$ cat config.mk
export PLATFORM = sky130hd
export DESIGN_NAME = imu_offset_calibrator_core
export DESIGN_NICKNAME = d
export VERILOG_FILES = /design/src/ioc_pkg.sv /design/src/ioc_div.sv /design/src/ioc_datapath.sv /design/src/ioc_ctrl.sv /design/src/imu_offset_calibrator_core.sv
export SDC_FILE = /design/constraint.sdc
export NUM_CORES = 2
export LEC_CHECK = 0
export ABC_AREA = 1
export ABC_CLOCK_PERIOD_IN_PS = 6800
export BUFFER_PORTS_ARGS = -buffer_cell sky130_fd_sc_hd__buf_2
export CELL_PAD_IN_SITES_DETAIL_PLACEMENT = 0
export CELL_PAD_IN_SITES_GLOBAL_PLACEMENT = 1
export CORE_ASPECT_RATIO = 0.9
export CORE_MARGIN = 10
export CORE_UTILIZATION = 47
export CTS_CLUSTER_SIZE = 40
export DETAILED_ROUTE_END_ITERATION = 10
export PLACE_DENSITY = 0.87
export SLEW_MARGIN = 20
export SYNTH_ARGS = -nofsm -noshare
export SYNTH_HDL_FRONTEND = slang
export SYNTH_SLANG_ARGS = --single-unit
$ cat constraint.sdc
create_clock -name clk -period 6.8 [get_ports clk]
set_input_delay 1.36 -clock clk [delete_from_list [all_inputs] [get_ports clk]]
set_output_delay 1.36 -clock clk [all_outputs]
set_load 0.1 [all_outputs]
$ cat src/ioc_pkg.sv
package ioc_pkg;

    localparam int DATA_W   = 16;
    localparam int NUM_AXES = 6;
    localparam int AXIS_W   = 3;
    localparam int CFG_IDX_W  = 3;
    localparam int CFG_DATA_W = 13;

    localparam logic [1:0] OP_LOAD   = 2'd0;
    localparam logic [1:0] OP_SAMPLE = 2'd1;
    localparam logic [1:0] OP_START  = 2'd2;

    localparam logic [CFG_IDX_W-1:0] CFG_WINDOW    = 3'd0;
    localparam logic [CFG_IDX_W-1:0] CFG_DISCARD   = 3'd1;
    localparam logic [CFG_IDX_W-1:0] CFG_ACCEL_TOL = 3'd2;
    localparam logic [CFG_IDX_W-1:0] CFG_GYRO_TOL  = 3'd3;
    localparam logic [CFG_IDX_W-1:0] CFG_ACCEL_DIV = 3'd4;
    localparam logic [CFG_IDX_W-1:0] CFG_GYRO_DIV  = 3'd5;

    localparam logic [12:0] RST_WINDOW    = 13'd1000;
    localparam logic [9:0]  RST_DISCARD   = 10'd100;
    localparam logic [7:0]  RST_ACCEL_TOL = 8'd10;
    localparam logic [7:0]  RST_GYRO_TOL  = 8'd5;
    localparam logic [7:0]  RST_ACCEL_DIV = 8'd8;
    localparam logic [7:0]  RST_GYRO_DIV  = 8'd4;

    localparam logic signed [17:0] ONE_G = 18'sd16384;
    localparam logic [AXIS_W-1:0] AXIS_AZ   = 3'd2;
    localparam logic [AXIS_W-1:0] AXIS_LAST = 3'd5;
    localparam logic [AXIS_W-1:0] AXIS_GX   = 3'd3;

    localparam logic KIND_APPLY = 1'b0;
    localparam logic KIND_DONE  = 1'b1;

    typedef enum logic [1:0] {
        PH_IDLE,
        PH_FIRST,
        PH_ADJ
    } ioc_phase_t;

    typedef enum logic [2:0] {
        ST_RUN,
        ST_DIV1_GO,
        ST_DIV1_WAIT,
        ST_DIV2_GO,
        ST_DIV2_WAIT,
        ST_FIN,
        ST_EMIT
    } ioc_state_t;

    typedef struct packed {
        logic [1:0]               opcode;
        logic [2:0]               axis_select;
        logic signed [DATA_W-1:0] initial_offset;
        logic signed [DATA_W-1:0] sample_ax;
        logic signed [DATA_W-1:0] sample_ay;
        logic signed [DATA_W-1:0] sample_az;
        logic signed [DATA_W-1:0] sample_gx;
        logic signed [DATA_W-1:0] sample_gy;
        logic signed [DATA_W-1:0] sample_gz;
    } ioc_in_t;

    typedef struct packed {
        logic                     result_kind;
        logic                     success;
        logic signed [DATA_W-1:0] out_ax;
        logic signed [DATA_W-1:0] out_ay;
        logic signed [DATA_W-1:0] out_az;
        logic signed [DATA_W-1:0] out_gx;
        logic signed [DATA_W-1:0] out_gy;
        logic signed [DATA_W-1:0] out_gz;
    } ioc_out_t;

    typedef struct packed {
        logic              load_off;
        logic              step;
        logic              clear_win;
        logic              div_go;
        logic              div_adj;
        logic              cap_mean;
        logic              upd;
        logic              first;
        logic              load_out;
        logic              out_kind;
        logic              out_success;
        logic [AXIS_W-1:0] axis;
    } ioc_cmd_t;

    typedef struct packed {
        logic at_last;
        logic div_done;
        logic in_band;
    } ioc_stat_t;

endpackage

$ cat src/ioc_div.sv
module ioc_div
    import ioc_pkg::*;
#(
    parameter int DW  = 28,
    parameter int DVW = 13
) (
    input  logic           clk,
    input  logic           rst_n,
    input  logic           start,
    input  logic [DW-1:0]  dividend,
    input  logic [DVW-1:0] divisor,
    output logic           done,
    output logic [DW-1:0]  quotient
);

    localparam int CW = $clog2(DW + 1);

    logic [DW-1:0]  q_reg;
    logic [DVW-1:0] rem_reg;
    logic [DVW-1:0] dvs_reg;
    logic [CW-1:0]  cnt_reg;
    logic           run_reg;
    logic           done_reg;
    logic [DVW:0]   shifted;
    logic           fits;

    assign shifted = {rem_reg, q_reg[DW-1]};
    assign fits    = shifted >= {1'b0, dvs_reg};

    always_ff @(posedge clk or negedge rst_n) begin
        if (!rst_n) begin
            run_reg  <= 1'b0;
            done_reg <= 1'b0;
            cnt_reg  <= '0;
        end else begin
            done_reg <= run_reg && (cnt_reg == CW'(1));
            if (start && !run_reg) begin
                run_reg <= 1'b1;
                cnt_reg <= CW'(DW);
            end else if (run_reg) begin
                cnt_reg <= cnt_reg - CW'(1);
                if (cnt_reg == CW'(1)) begin
                    run_reg <= 1'b0;
                end
            end
        end
    end

    always_ff @(posedge clk) begin
        if (start && !run_reg) begin
            q_reg   <= dividend;
            rem_reg <= '0;
            dvs_reg <= divisor;
        end else if (run_reg) begin
            q_reg   <= {q_reg[DW-2:0], fits};
            rem_reg <= fits ? DVW'(shifted - {1'b0, dvs_reg}) : shifted[DVW-1:0];
        end
    end

    assign done     = done_reg;
    assign quotient = q_reg;

endmodule

$ cat src/ioc_datapath.sv
module ioc_datapath
    import ioc_pkg::*;
#(
    parameter int MAX_WINDOW = 4096
) (
    input  logic                  clk,
    input  logic                  rst_n,
    input  ioc_in_t               req,
    input  ioc_cmd_t              cmd,
    output ioc_stat_t             stat,
    input  logic                  cfg_we,
    input  logic [CFG_IDX_W-1:0]  cfg_index,
    input  logic [CFG_DATA_W-1:0] cfg_data,
    output ioc_out_t              rsp
);

    localparam int WIN_W = $clog2(MAX_WINDOW + 1);
    localparam int SUM_W = DATA_W + $clog2(MAX_WINDOW);
    localparam int CNT_W = ((WIN_W > 10) ? WIN_W : 10) + 1;
    localparam int DVW   = (WIN_W > 9) ? WIN_W : 9;

    logic [12:0] ws_reg;
    logic [9:0]  dc_reg;
    logic [7:0]  at_reg, gt_reg, afd_reg, gfd_reg;

    logic signed [SUM_W-1:0]  sums_reg [NUM_AXES];
    logic signed [DATA_W-1:0] wo_reg   [NUM_AXES];
    logic signed [DATA_W-1:0] so_reg   [NUM_AXES];
    logic signed [DATA_W-1:0] samp     [NUM_AXES];
    logic [CNT_W-1:0]         cnt_reg;
    logic signed [DATA_W-1:0] mean_reg;
    logic                     neg_reg;
    ioc_out_t                 rsp_reg;

    logic [WIN_W-1:0]         win;
    logic [CNT_W-1:0]         last;
    logic                     in_range;
    logic                     accel;
    logic signed [17:0]       dev;
    logic [16:0]              dev_mag;
    logic [7:0]               tol;
    logic [8:0]               div9;
    logic signed [SUM_W-1:0]  sum_sel;
    logic [SUM_W-1:0]         sum_mag;
    logic [SUM_W-1:0]         dvd;
    logic [DVW-1:0]           dvs;
    logic                     div_done;
    logic [SUM_W-1:0]         quot;
    logic [DATA_W-1:0]        q16;
    logic signed [DATA_W-1:0] qs;

    assign samp[0] = req.sample_ax;
    assign samp[1] = req.sample_ay;
    assign samp[2] = req.sample_az;
    assign samp[3] = req.sample_gx;
    assign samp[4] = req.sample_gy;
    assign samp[5] = req.sample_gz;

    always_comb begin
        if (ws_reg == 13'd0) begin
            win = WIN_W'(1);
        end else if (32'(ws_reg) > MAX_WINDOW) begin
            win = WIN_W'(MAX_WINDOW);
        end else begin
            win = WIN_W'(ws_reg);
        end
    end

    assign last     = CNT_W'(dc_reg) + CNT_W'(win);
    assign in_range = (cnt_reg > CNT_W'(dc_reg)) && (cnt_reg <= last);

    // Deviation from the target: one g on the z accelerometer, zero elsewhere.
    assign accel   = cmd.axis < AXIS_GX;
    assign dev     = (cmd.axis == AXIS_AZ) ? ONE_G - 18'(mean_reg) : -18'(mean_reg);
    assign dev_mag = dev[17] ? 17'(-dev) : 17'(dev);
    assign tol     = accel ? at_reg : gt_reg;

    always_comb begin
        if (cmd.first) begin
            if (accel) begin
                div9 = (afd_reg == 8'd0) ? 9'd1 : {1'b0, afd_reg};
            end else begin
                div9 = (gfd_reg == 8'd0) ? 9'd1 : {1'b0, gfd_reg};
            end
        end else begin
            if (accel) begin
                div9 = (at_reg == 8'd0) ? 9'd1 : {1'b0, at_reg};
            end else begin
                div9 = {1'b0, gt_reg} + 9'd1;
            end
        end
    end

    assign sum_sel = sums_reg[cmd.axis];
    assign sum_mag = sum_sel[SUM_W-1] ? SUM_W'(-sum_sel) : SUM_W'(sum_sel);
    assign dvd     = cmd.div_adj ? SUM_W'(dev_mag) : sum_mag;
    assign dvs     = cmd.div_adj ? DVW'(div9) : DVW'(win);

    ioc_div #(
        .DW  (SUM_W),
        .DVW (DVW)
    ) u_div (
        .clk      (clk),
        .rst_n    (rst_n),
        .start    (cmd.div_go),
        .dividend (dvd),
        .divisor  (dvs),
        .done     (div_done),
        .quotient (quot)
    );

    // Quotients are wrapped to 16 bits before the sign goes back on.
    assign q16 = quot[DATA_W-1:0];
    assign qs  = neg_reg ? -$signed(q16) : $signed(q16);

    assign stat.at_last  = cnt_reg == last;
    assign stat.div_done = div_done;
    assign stat.in_band  = dev_mag <= 17'(tol);

    always_ff @(posedge clk or negedge rst_n) begin
        if (!rst_n) begin
            ws_reg  <= RST_WINDOW;
            dc_reg  <= RST_DISCARD;
            at_reg  <= RST_ACCEL_TOL;
            gt_reg  <= RST_GYRO_TOL;
            afd_reg <= RST_ACCEL_DIV;
            gfd_reg <= RST_GYRO_DIV;
        end else if (cfg_we) begin
            unique case (cfg_index)
                CFG_WINDOW:    ws_reg  <= cfg_data;
                CFG_DISCARD:   dc_reg  <= cfg_data[9:0];
                CFG_ACCEL_TOL: at_reg  <= cfg_data[7:0];
                CFG_GYRO_TOL:  gt_reg  <= cfg_data[7:0];
                CFG_ACCEL_DIV: afd_reg <= cfg_data[7:0];
                CFG_GYRO_DIV:  gfd_reg <= cfg_data[7:0];
                default: ;
            endcase
        end
    end

    always_ff @(posedge clk or negedge rst_n) begin
        if (!rst_n) begin
            cnt_reg <= '0;
            for (int k = 0; k < NUM_AXES; k++) begin
                sums_reg[k] <= '0;
                wo_reg[k]   <= '0;
                so_reg[k]   <= '0;
            end
        end else begin
            if (cmd.load_off && (req.axis_select <= AXIS_LAST)) begin
                so_reg[req.axis_select] <= req.initial_offset;
            end
            if (cmd.clear_win) begin
                cnt_reg <= '0;
                for (int k = 0; k < NUM_AXES; k++) begin
                    sums_reg[k] <= '0;
                end
            end else if (cmd.step) begin
                cnt_reg <= cnt_reg + CNT_W'(1);
                if (in_range) begin
                    for (int k = 0; k < NUM_AXES; k++) begin
                        sums_reg[k] <= sums_reg[k] + SUM_W'(samp[k]);
                    end
                end
            end
            if (cmd.upd) begin
                if (cmd.first) begin
                    wo_reg[cmd.axis] <= qs;
                end else if (!stat.in_band) begin
                    wo_reg[cmd.axis] <= wo_reg[cmd.axis] + qs;
                end
            end
        end
    end

    always_ff @(posedge clk) begin
        if (cmd.div_go) begin
            neg_reg <= cmd.div_adj ? dev[17] : sum_sel[SUM_W-1];
        end
        if (cmd.cap_mean) begin
            mean_reg <= qs;
        end
        if (cmd.load_out) begin
            rsp_reg.result_kind <= cmd.out_kind;
            rsp_reg.success     <= cmd.out_success;
            rsp_reg.out_ax      <= wo_reg[0] + so_reg[0];
            rsp_reg.out_ay      <= wo_reg[1] + so_reg[1];
            rsp_reg.out_az      <= wo_reg[2] + so_reg[2];
            rsp_reg.out_gx      <= wo_reg[3] + so_reg[3];
            rsp_reg.out_gy      <= wo_reg[4] + so_reg[4];
            rsp_reg.out_gz      <= wo_reg[5] + so_reg[5];
        end
    end

    assign rsp = rsp_reg;

endmodule

$ cat src/ioc_ctrl.sv
module ioc_ctrl
    import ioc_pkg::*;
#(
    parameter int MAX_PASSES = 5
) (
    input  logic      clk,
    input  logic      rst_n,
    input  logic      req_valid,
    input  logic [1:0] req_opcode,
    output logic      req_stall,
    output logic      rsp_valid,
    input  logic      rsp_stall,
    input  ioc_stat_t stat,
    output ioc_cmd_t  cmd
);

    localparam int PASS_W = $clog2(MAX_PASSES + 1);

    ioc_state_t        state_reg, state_next;
    ioc_phase_t        phase_reg;
    logic [PASS_W-1:0] pass_reg;
    logic [PASS_W-1:0] pass_inc;
    logic [AXIS_W-1:0] axis_reg;
    logic [NUM_AXES-1:0] ready_reg;
    logic              kind_reg;
    logic              succ_reg;
    logic              out_valid_reg;
    logic              in_fire;
    logic              sample_ok;

    assign in_fire   = req_valid && (state_reg == ST_RUN);
    assign sample_ok = in_fire && (req_opcode == OP_SAMPLE) && (phase_reg != PH_IDLE);
    assign pass_inc  = pass_reg + PASS_W'(1);

    always_comb begin
        state_next = state_reg;
        unique case (state_reg)
            ST_RUN: begin
                if (sample_ok && stat.at_last) begin
                    state_next = ST_DIV1_GO;
                end
            end
            ST_DIV1_GO:   state_next = ST_DIV1_WAIT;
            ST_DIV1_WAIT: if (stat.div_done) state_next = ST_DIV2_GO;
            ST_DIV2_GO:   state_next = ST_DIV2_WAIT;
            ST_DIV2_WAIT: begin
                if (stat.div_done) begin
                    state_next = (axis_reg == AXIS_LAST) ? ST_FIN : ST_DIV1_GO;
                end
            end
            ST_FIN:  state_next = ST_EMIT;
            ST_EMIT: if (!out_valid_reg) state_next = ST_RUN;
            default: state_next = ST_RUN;
        endcase
    end

    always_comb begin
        cmd             = '0;
        cmd.axis        = axis_reg;
        cmd.first       = phase_reg == PH_FIRST;
        cmd.out_kind    = kind_reg;
        cmd.out_success = succ_reg;
        unique case (state_reg)
            ST_RUN: begin
                cmd.load_off  = in_fire && (req_opcode == OP_LOAD);
                cmd.clear_win = in_fire && (req_opcode == OP_START);
                cmd.step      = sample_ok;
            end
            ST_DIV1_GO:   cmd.div_go = 1'b1;
            ST_DIV1_WAIT: cmd.cap_mean = stat.div_done;
            ST_DIV2_GO: begin
                cmd.div_go  = 1'b1;
                cmd.div_adj = 1'b1;
            end
            ST_DIV2_WAIT: cmd.upd = stat.div_done;
            ST_FIN:  cmd.clear_win = 1'b1;
            ST_EMIT: cmd.load_out = !out_valid_reg;
            default: ;
        endcase
    end

    always_ff @(posedge clk or negedge rst_n) begin
        if (!rst_n) begin
            state_reg     <= ST_RUN;
            phase_reg     <= PH_IDLE;
            pass_reg      <= '0;
            axis_reg      <= '0;
            ready_reg     <= '0;
            kind_reg      <= KIND_APPLY;
            succ_reg      <= 1'b0;
            out_valid_reg <= 1'b0;
        end else begin
            state_reg <= state_next;
            if (cmd.clear_win && (state_reg == ST_RUN)) begin
                phase_reg <= PH_FIRST;
                pass_reg  <= '0;
            end
            if (state_reg == ST_RUN) begin
                axis_reg  <= '0;
                ready_reg <= '0;
            end
            if (cmd.upd) begin
                ready_reg[axis_reg] <= stat.in_band;
                axis_reg            <= axis_reg + AXIS_W'(1);
            end
            if (state_reg == ST_FIN) begin
                if (phase_reg == PH_FIRST) begin
                    kind_reg  <= KIND_APPLY;
                    succ_reg  <= 1'b0;
                    phase_reg <= PH_ADJ;
                end else if (&ready_reg) begin
                    kind_reg  <= KIND_DONE;
                    succ_reg  <= 1'b1;
                    phase_reg <= PH_IDLE;
                    pass_reg  <= '0;
                end else if (32'(pass_inc) >= MAX_PASSES) begin
                    kind_reg  <= KIND_DONE;
                    succ_reg  <= 1'b0;
                    phase_reg <= PH_IDLE;
                    pass_reg  <= '0;
                end else begin
                    kind_reg <= KIND_APPLY;
                    succ_reg <= 1'b0;
                    pass_reg <= pass_inc;
                end
            end
            if (cmd.load_out) begin
                out_valid_reg <= 1'b1;
            end else if (out_valid_reg && !rsp_stall) begin
                out_valid_reg <= 1'b0;
            end
        end
    end

    assign req_stall = state_reg != ST_RUN;
    assign rsp_valid = out_valid_reg;

    a_emit_only_from_emit: assert property (@(posedge clk) disable iff (!rst_n)
        $rose(out_valid_reg) |-> $past(state_reg == ST_EMIT))
        else $error("result raised outside the emit step");

    a_mean_then_adjust: assert property (@(posedge clk) disable iff (!rst_n)
        (state_reg == ST_DIV1_WAIT && stat.div_done) |=> (state_reg == ST_DIV2_GO))
        else $error("mean division not followed by adjustment division");

    a_compute_while_calibrating: assert property (@(posedge clk) disable iff (!rst_n)
        (state_reg == ST_DIV1_GO || state_reg == ST_DIV1_WAIT ||
         state_reg == ST_DIV2_GO || state_reg == ST_DIV2_WAIT) |-> (phase_reg != PH_IDLE))
        else $error("window computation while idle");

endmodule

$ cat src/imu_offset_calibrator_core.sv
// Offset calibrator for a six-axis motion sensor.
// The req channel carries one transaction per command: load an initial offset,
// deliver a sample, or start calibration. Each is taken while req_stall is low.
// The transaction that carries the last sample of a window starts the window-end
// computation: six axes, each with a mean division and an adjustment division
// on one shared restoring divider that retires one quotient bit per cycle.
// req_stall stays high through the computation; rsp_valid rises in the same cycle
// that req_stall falls. The rsp channel then presents the offsets from an output
// register. New transactions are taken while a result waits; a result finished
// while the previous one is still stalled holds the block until rsp is taken.
// The cfg channel writes a register by index at any time; cfg_ready is always
// high. Writes are meant to happen only while the block is idle.
// Reset clears all offsets, sums and counters, restores the register defaults
// and leaves the block idle with rsp_valid low.
module imu_offset_calibrator_core
    import ioc_pkg::*;
#(
    parameter int MAX_WINDOW = 4096,
    parameter int MAX_PASSES = 5
) (
    input  logic                  clk,
    input  logic                  rst_n,
    input  logic                  req_valid,
    output logic                  req_stall,
    input  ioc_in_t               req,
    output logic                  rsp_valid,
    input  logic                  rsp_stall,
    output ioc_out_t              rsp,
    input  logic                  cfg_valid,
    output logic                  cfg_ready,
    input  logic [CFG_IDX_W-1:0]  cfg_index,
    input  logic [CFG_DATA_W-1:0] cfg_data
);

    ioc_cmd_t  cmd;
    ioc_stat_t stat;

    assign cfg_ready = 1'b1;

    ioc_ctrl #(
        .MAX_PASSES (MAX_PASSES)
    ) u_ctrl (
        .clk        (clk),
        .rst_n      (rst_n),
        .req_valid  (req_valid),
        .req_opcode (req.opcode),
        .req_stall  (req_stall),
        .rsp_valid  (rsp_valid),
        .rsp_stall  (rsp_stall),
        .stat       (stat),
        .cmd        (cmd)
    );

    ioc_datapath #(
        .MAX_WINDOW (MAX_WINDOW)
    ) u_datapath (
        .clk       (clk),
        .rst_n     (rst_n),
        .req       (req),
        .cmd       (cmd),
        .stat      (stat),
        .cfg_we    (cfg_valid && cfg_ready),
        .cfg_index (cfg_index),
        .cfg_data  (cfg_data),
        .rsp       (rsp)
    );

endmodule

==> impl_metrics.tcl <==
set metrics [dict create \
    use_met3 0.04145 \
    fin_cells 6894 \
    ir_drop_v 0.0001561 \
    outcome "finished clean" \
    rr_worst_depth 26 \
    max_freq_ghz 0.1892 \
    die_w_um 338.4 \
    period_minus_slack_ns 5.284 \
    slew_viol_final 0 \
    start_util 0.4723 \
    grt_pass1_vias 36164 \
    ys_ff_latch 625 \
    cts-resized-gates 0 \
    ios 239 \
    use_met2 0.3897 \
    path_delay_family "simple AND/OR/NAND/NOR gates" \
    fin_skew_ns 0.01854 \
    drt_iter0_drc 3408 \
    slowest_stage "buf_12" \
    cts.path.max_buffers 3 \
    timing.rr.start "u_datapath.ws_reg[4]" \
    synth_edf_count 156 \
    yosysWarnings 0 \
    grt_start_max_net_pins 224 \
    powerDensity_nw_per_um2 181.9 \
    drv_cap 0 \
    yosysMostFrequentCell "nand2_1" \
    final_core_utilization 0.5246 \
    syn_avg_cell_area_um2 7.916 \
    synth_area_leaders "dfrtp_1 (26%), edfxtp_1 (11%), nand2_1 (10%), ha_1 (9.7%), o21ai_0 (6.4%)" \
    holdPathEnd "u_datapath.rsp[96]" \
    via_per_inst 5.608 \
    dieArea_um2 103700 \
    finalHoldViolCount 0 \
    clock_sinks 625 \
    rrSetupSlack_ns 1.52 \
    crit_top_cell "nand2_1" \
    use_met1 0.3605 \
    post_cts_buffers 0 \
    nNetsFinal 6091 \
    grt_pass1_wl_mm 209.6 \
    busiest_layer "met2" \
    synth_top_cell_area_share 0.2574 \
    dieHeight_um 306.6 \
    diodes 0 \
    vias 38664 \
    final_antenna_net_count 0 \
    fin_setup_tns_ns 0 \
    clk_latency_ns 0.64 \
    dpl.cell_count 6756 \
    wl_per_cell_um 19.66 \
    drc 0 \
    path_clk_slew_ns 0.06 \
    cp_num_buf_inv 5 \
    period_share 0.7771 \
    rsz0062_at_grt "false" \
    max_stage_delay_ns 0.51 \
    whs_path_depth 0 \
    timing.slew.headroom 0.1042 \
    stdcell_area_um2 47620 \
    synth.distinct_cells 73 \
    p_total_mw 8.661 \
    critPathLaunchType "register" \
    gp_congestion 0.9741 \
    worst-slew-pin-transition_ns 1.344 \
    holdCritStartpoint "u_ctrl.succ_reg" \
    portBuffers 237 \
    yosys.area.top_type "dfrtp_1" \
    area_growth_pct 11.06 \
    largest_register_ff_count 168 \
    dp_hpwl_mm 102.6 \
    seq_area_frac_synth 0.3819 \
    drt_first_pass_iters 6 \
    timing.final.ws_setup_ns 1.516 \
    p_leak_nw 22.54 \
    drive_above_1_share 0.09905 \
    root_buffer "clkbuf_16" \
    synth_common_cells "nand2_1 (1173), o21ai_0 (547), nand3_1 (476)" \
    fill_cells 8711 \
    finalSetupViolations 0 \
    htree_levels 3 \
    end_kind "register" \
    worstReg2RegEnd "u_datapath.sums_reg[39]" \
    cts_tree "yes" \
    arrival_ns 5.74 \
    async_flop_share 0.7296 \
    grt.total_usage 0.2520 \
    rows 105 \
    place_ws_ns 1.684 \
    path_class "reg -> reg" \
    hold_ws_ns 0.4542 \
    routed_wl_mm 135.5 \
    place_area_um2 45150 \
    synth_top_flop_cell "dfrtp_1" \
    postCtsHoldBufs 0 \
    globalRouteOverflowTotal 0 \
    fp.coreArea_um2 90780 \
    postSynthCellCount 5417 \
    cp_max_fo 223 \
    syn_area_um2 42880 \
    cp_data_required_time_ns 7.26 \
    antenna_found_initial 7 \
    numCtsBuffers 74 \
    hp-class "reg -> reg" \
]
## cells by family after synthesis
| family | synth area share |
|---|---|
| XOR/XNOR | 0.05760 |
| other | 0.00008745 |
| adder cells (fa/ha/maj) | 0.1045 |
| flip-flops | 0.3819 |
| AO/OA/AOI/OAI | 0.1568 |
| multiplexers | 0.002159 |
| buffers and inverters | 0.05562 |
| AND/OR/NAND/NOR | 0.2414 |
## worst max path at each step
| stage | from | end | cells past startpoint |
|---|---|---|---|
| floorplan | u_ctrl.rsp_valid | u_datapath.rsp[0] | 1 |
| global placement | u_ctrl.axis_reg[0] | u_datapath.wo_reg[2] | 22 |
| detailed placement | u_datapath.ws_reg[4] | u_datapath.sums_reg[39] | 26 |
| CTS | u_datapath.ws_reg[4] | u_datapath.sums_reg[39] | 26 |
| global route | u_datapath.ws_reg[4] | u_datapath.sums_reg[39] | 26 |
| finish | u_datapath.ws_reg[4] | u_datapath.sums_reg[39] | 26 |
## where the power goes
| part | total [mW] | internal, mW | switching (mW) |
|---|---|---|---|
| Clock | 4.04 | 2.33 | 1.71 |
| Sequential | 3.97 | 3.91 | 0.0647 |
| Combinational | 0.650 | 0.230 | 0.420 |
## final cells by class
| class | instances | area, µm² | area share |
|---|---|---|---|
| Clock buffer | 104 | 2056 | 0.04317 |
| Clock inverter | 32 | 385.4 | 0.008092 |
| Inverter | 417 | 1565 | 0.03287 |
| Multi-Input combinational cell | 4213 | 24180 | 0.5077 |
| Sequential cell | 625 | 16370 | 0.3439 |
| Tap cell | 1230 | 1539 | 0.03232 |
| Timing Repair Buffer | 273 | 1524 | 0.03200 |
## layout by cell type, fill, tap and decap left out, types with 29 or more instances in the layout
cell / instances
buf_4: 30
o21ai_0: 541
ha_1: 334
clkbuf_16: 75
nand2_2: 86
o22ai_1: 32
nand2_1: 1173
inv_1: 394
nand3_1: 473
dfrtp_1: 441
edfxtp_1: 156
a22oi_1: 34
xnor2_1: 118
buf_2: 236
nor3_1: 63
a21oi_1: 405
nor2_1: 395
xor2_1: 164
o21bai_1: 29
nand4_1: 55
## per-layer routing
layer | vias to the layer above | wire, µm | part of all wire
li1 | 18981 | - | -
met1 | 18199 | 62300 | 0.46
met2 | 1276 | 59510 | 0.44
met3 | 208 | 9801 | 0.072
met4 | 0 | 3899 | 0.029
met5 | - | 0 | 0
Power figures use the tool's default switching activity.
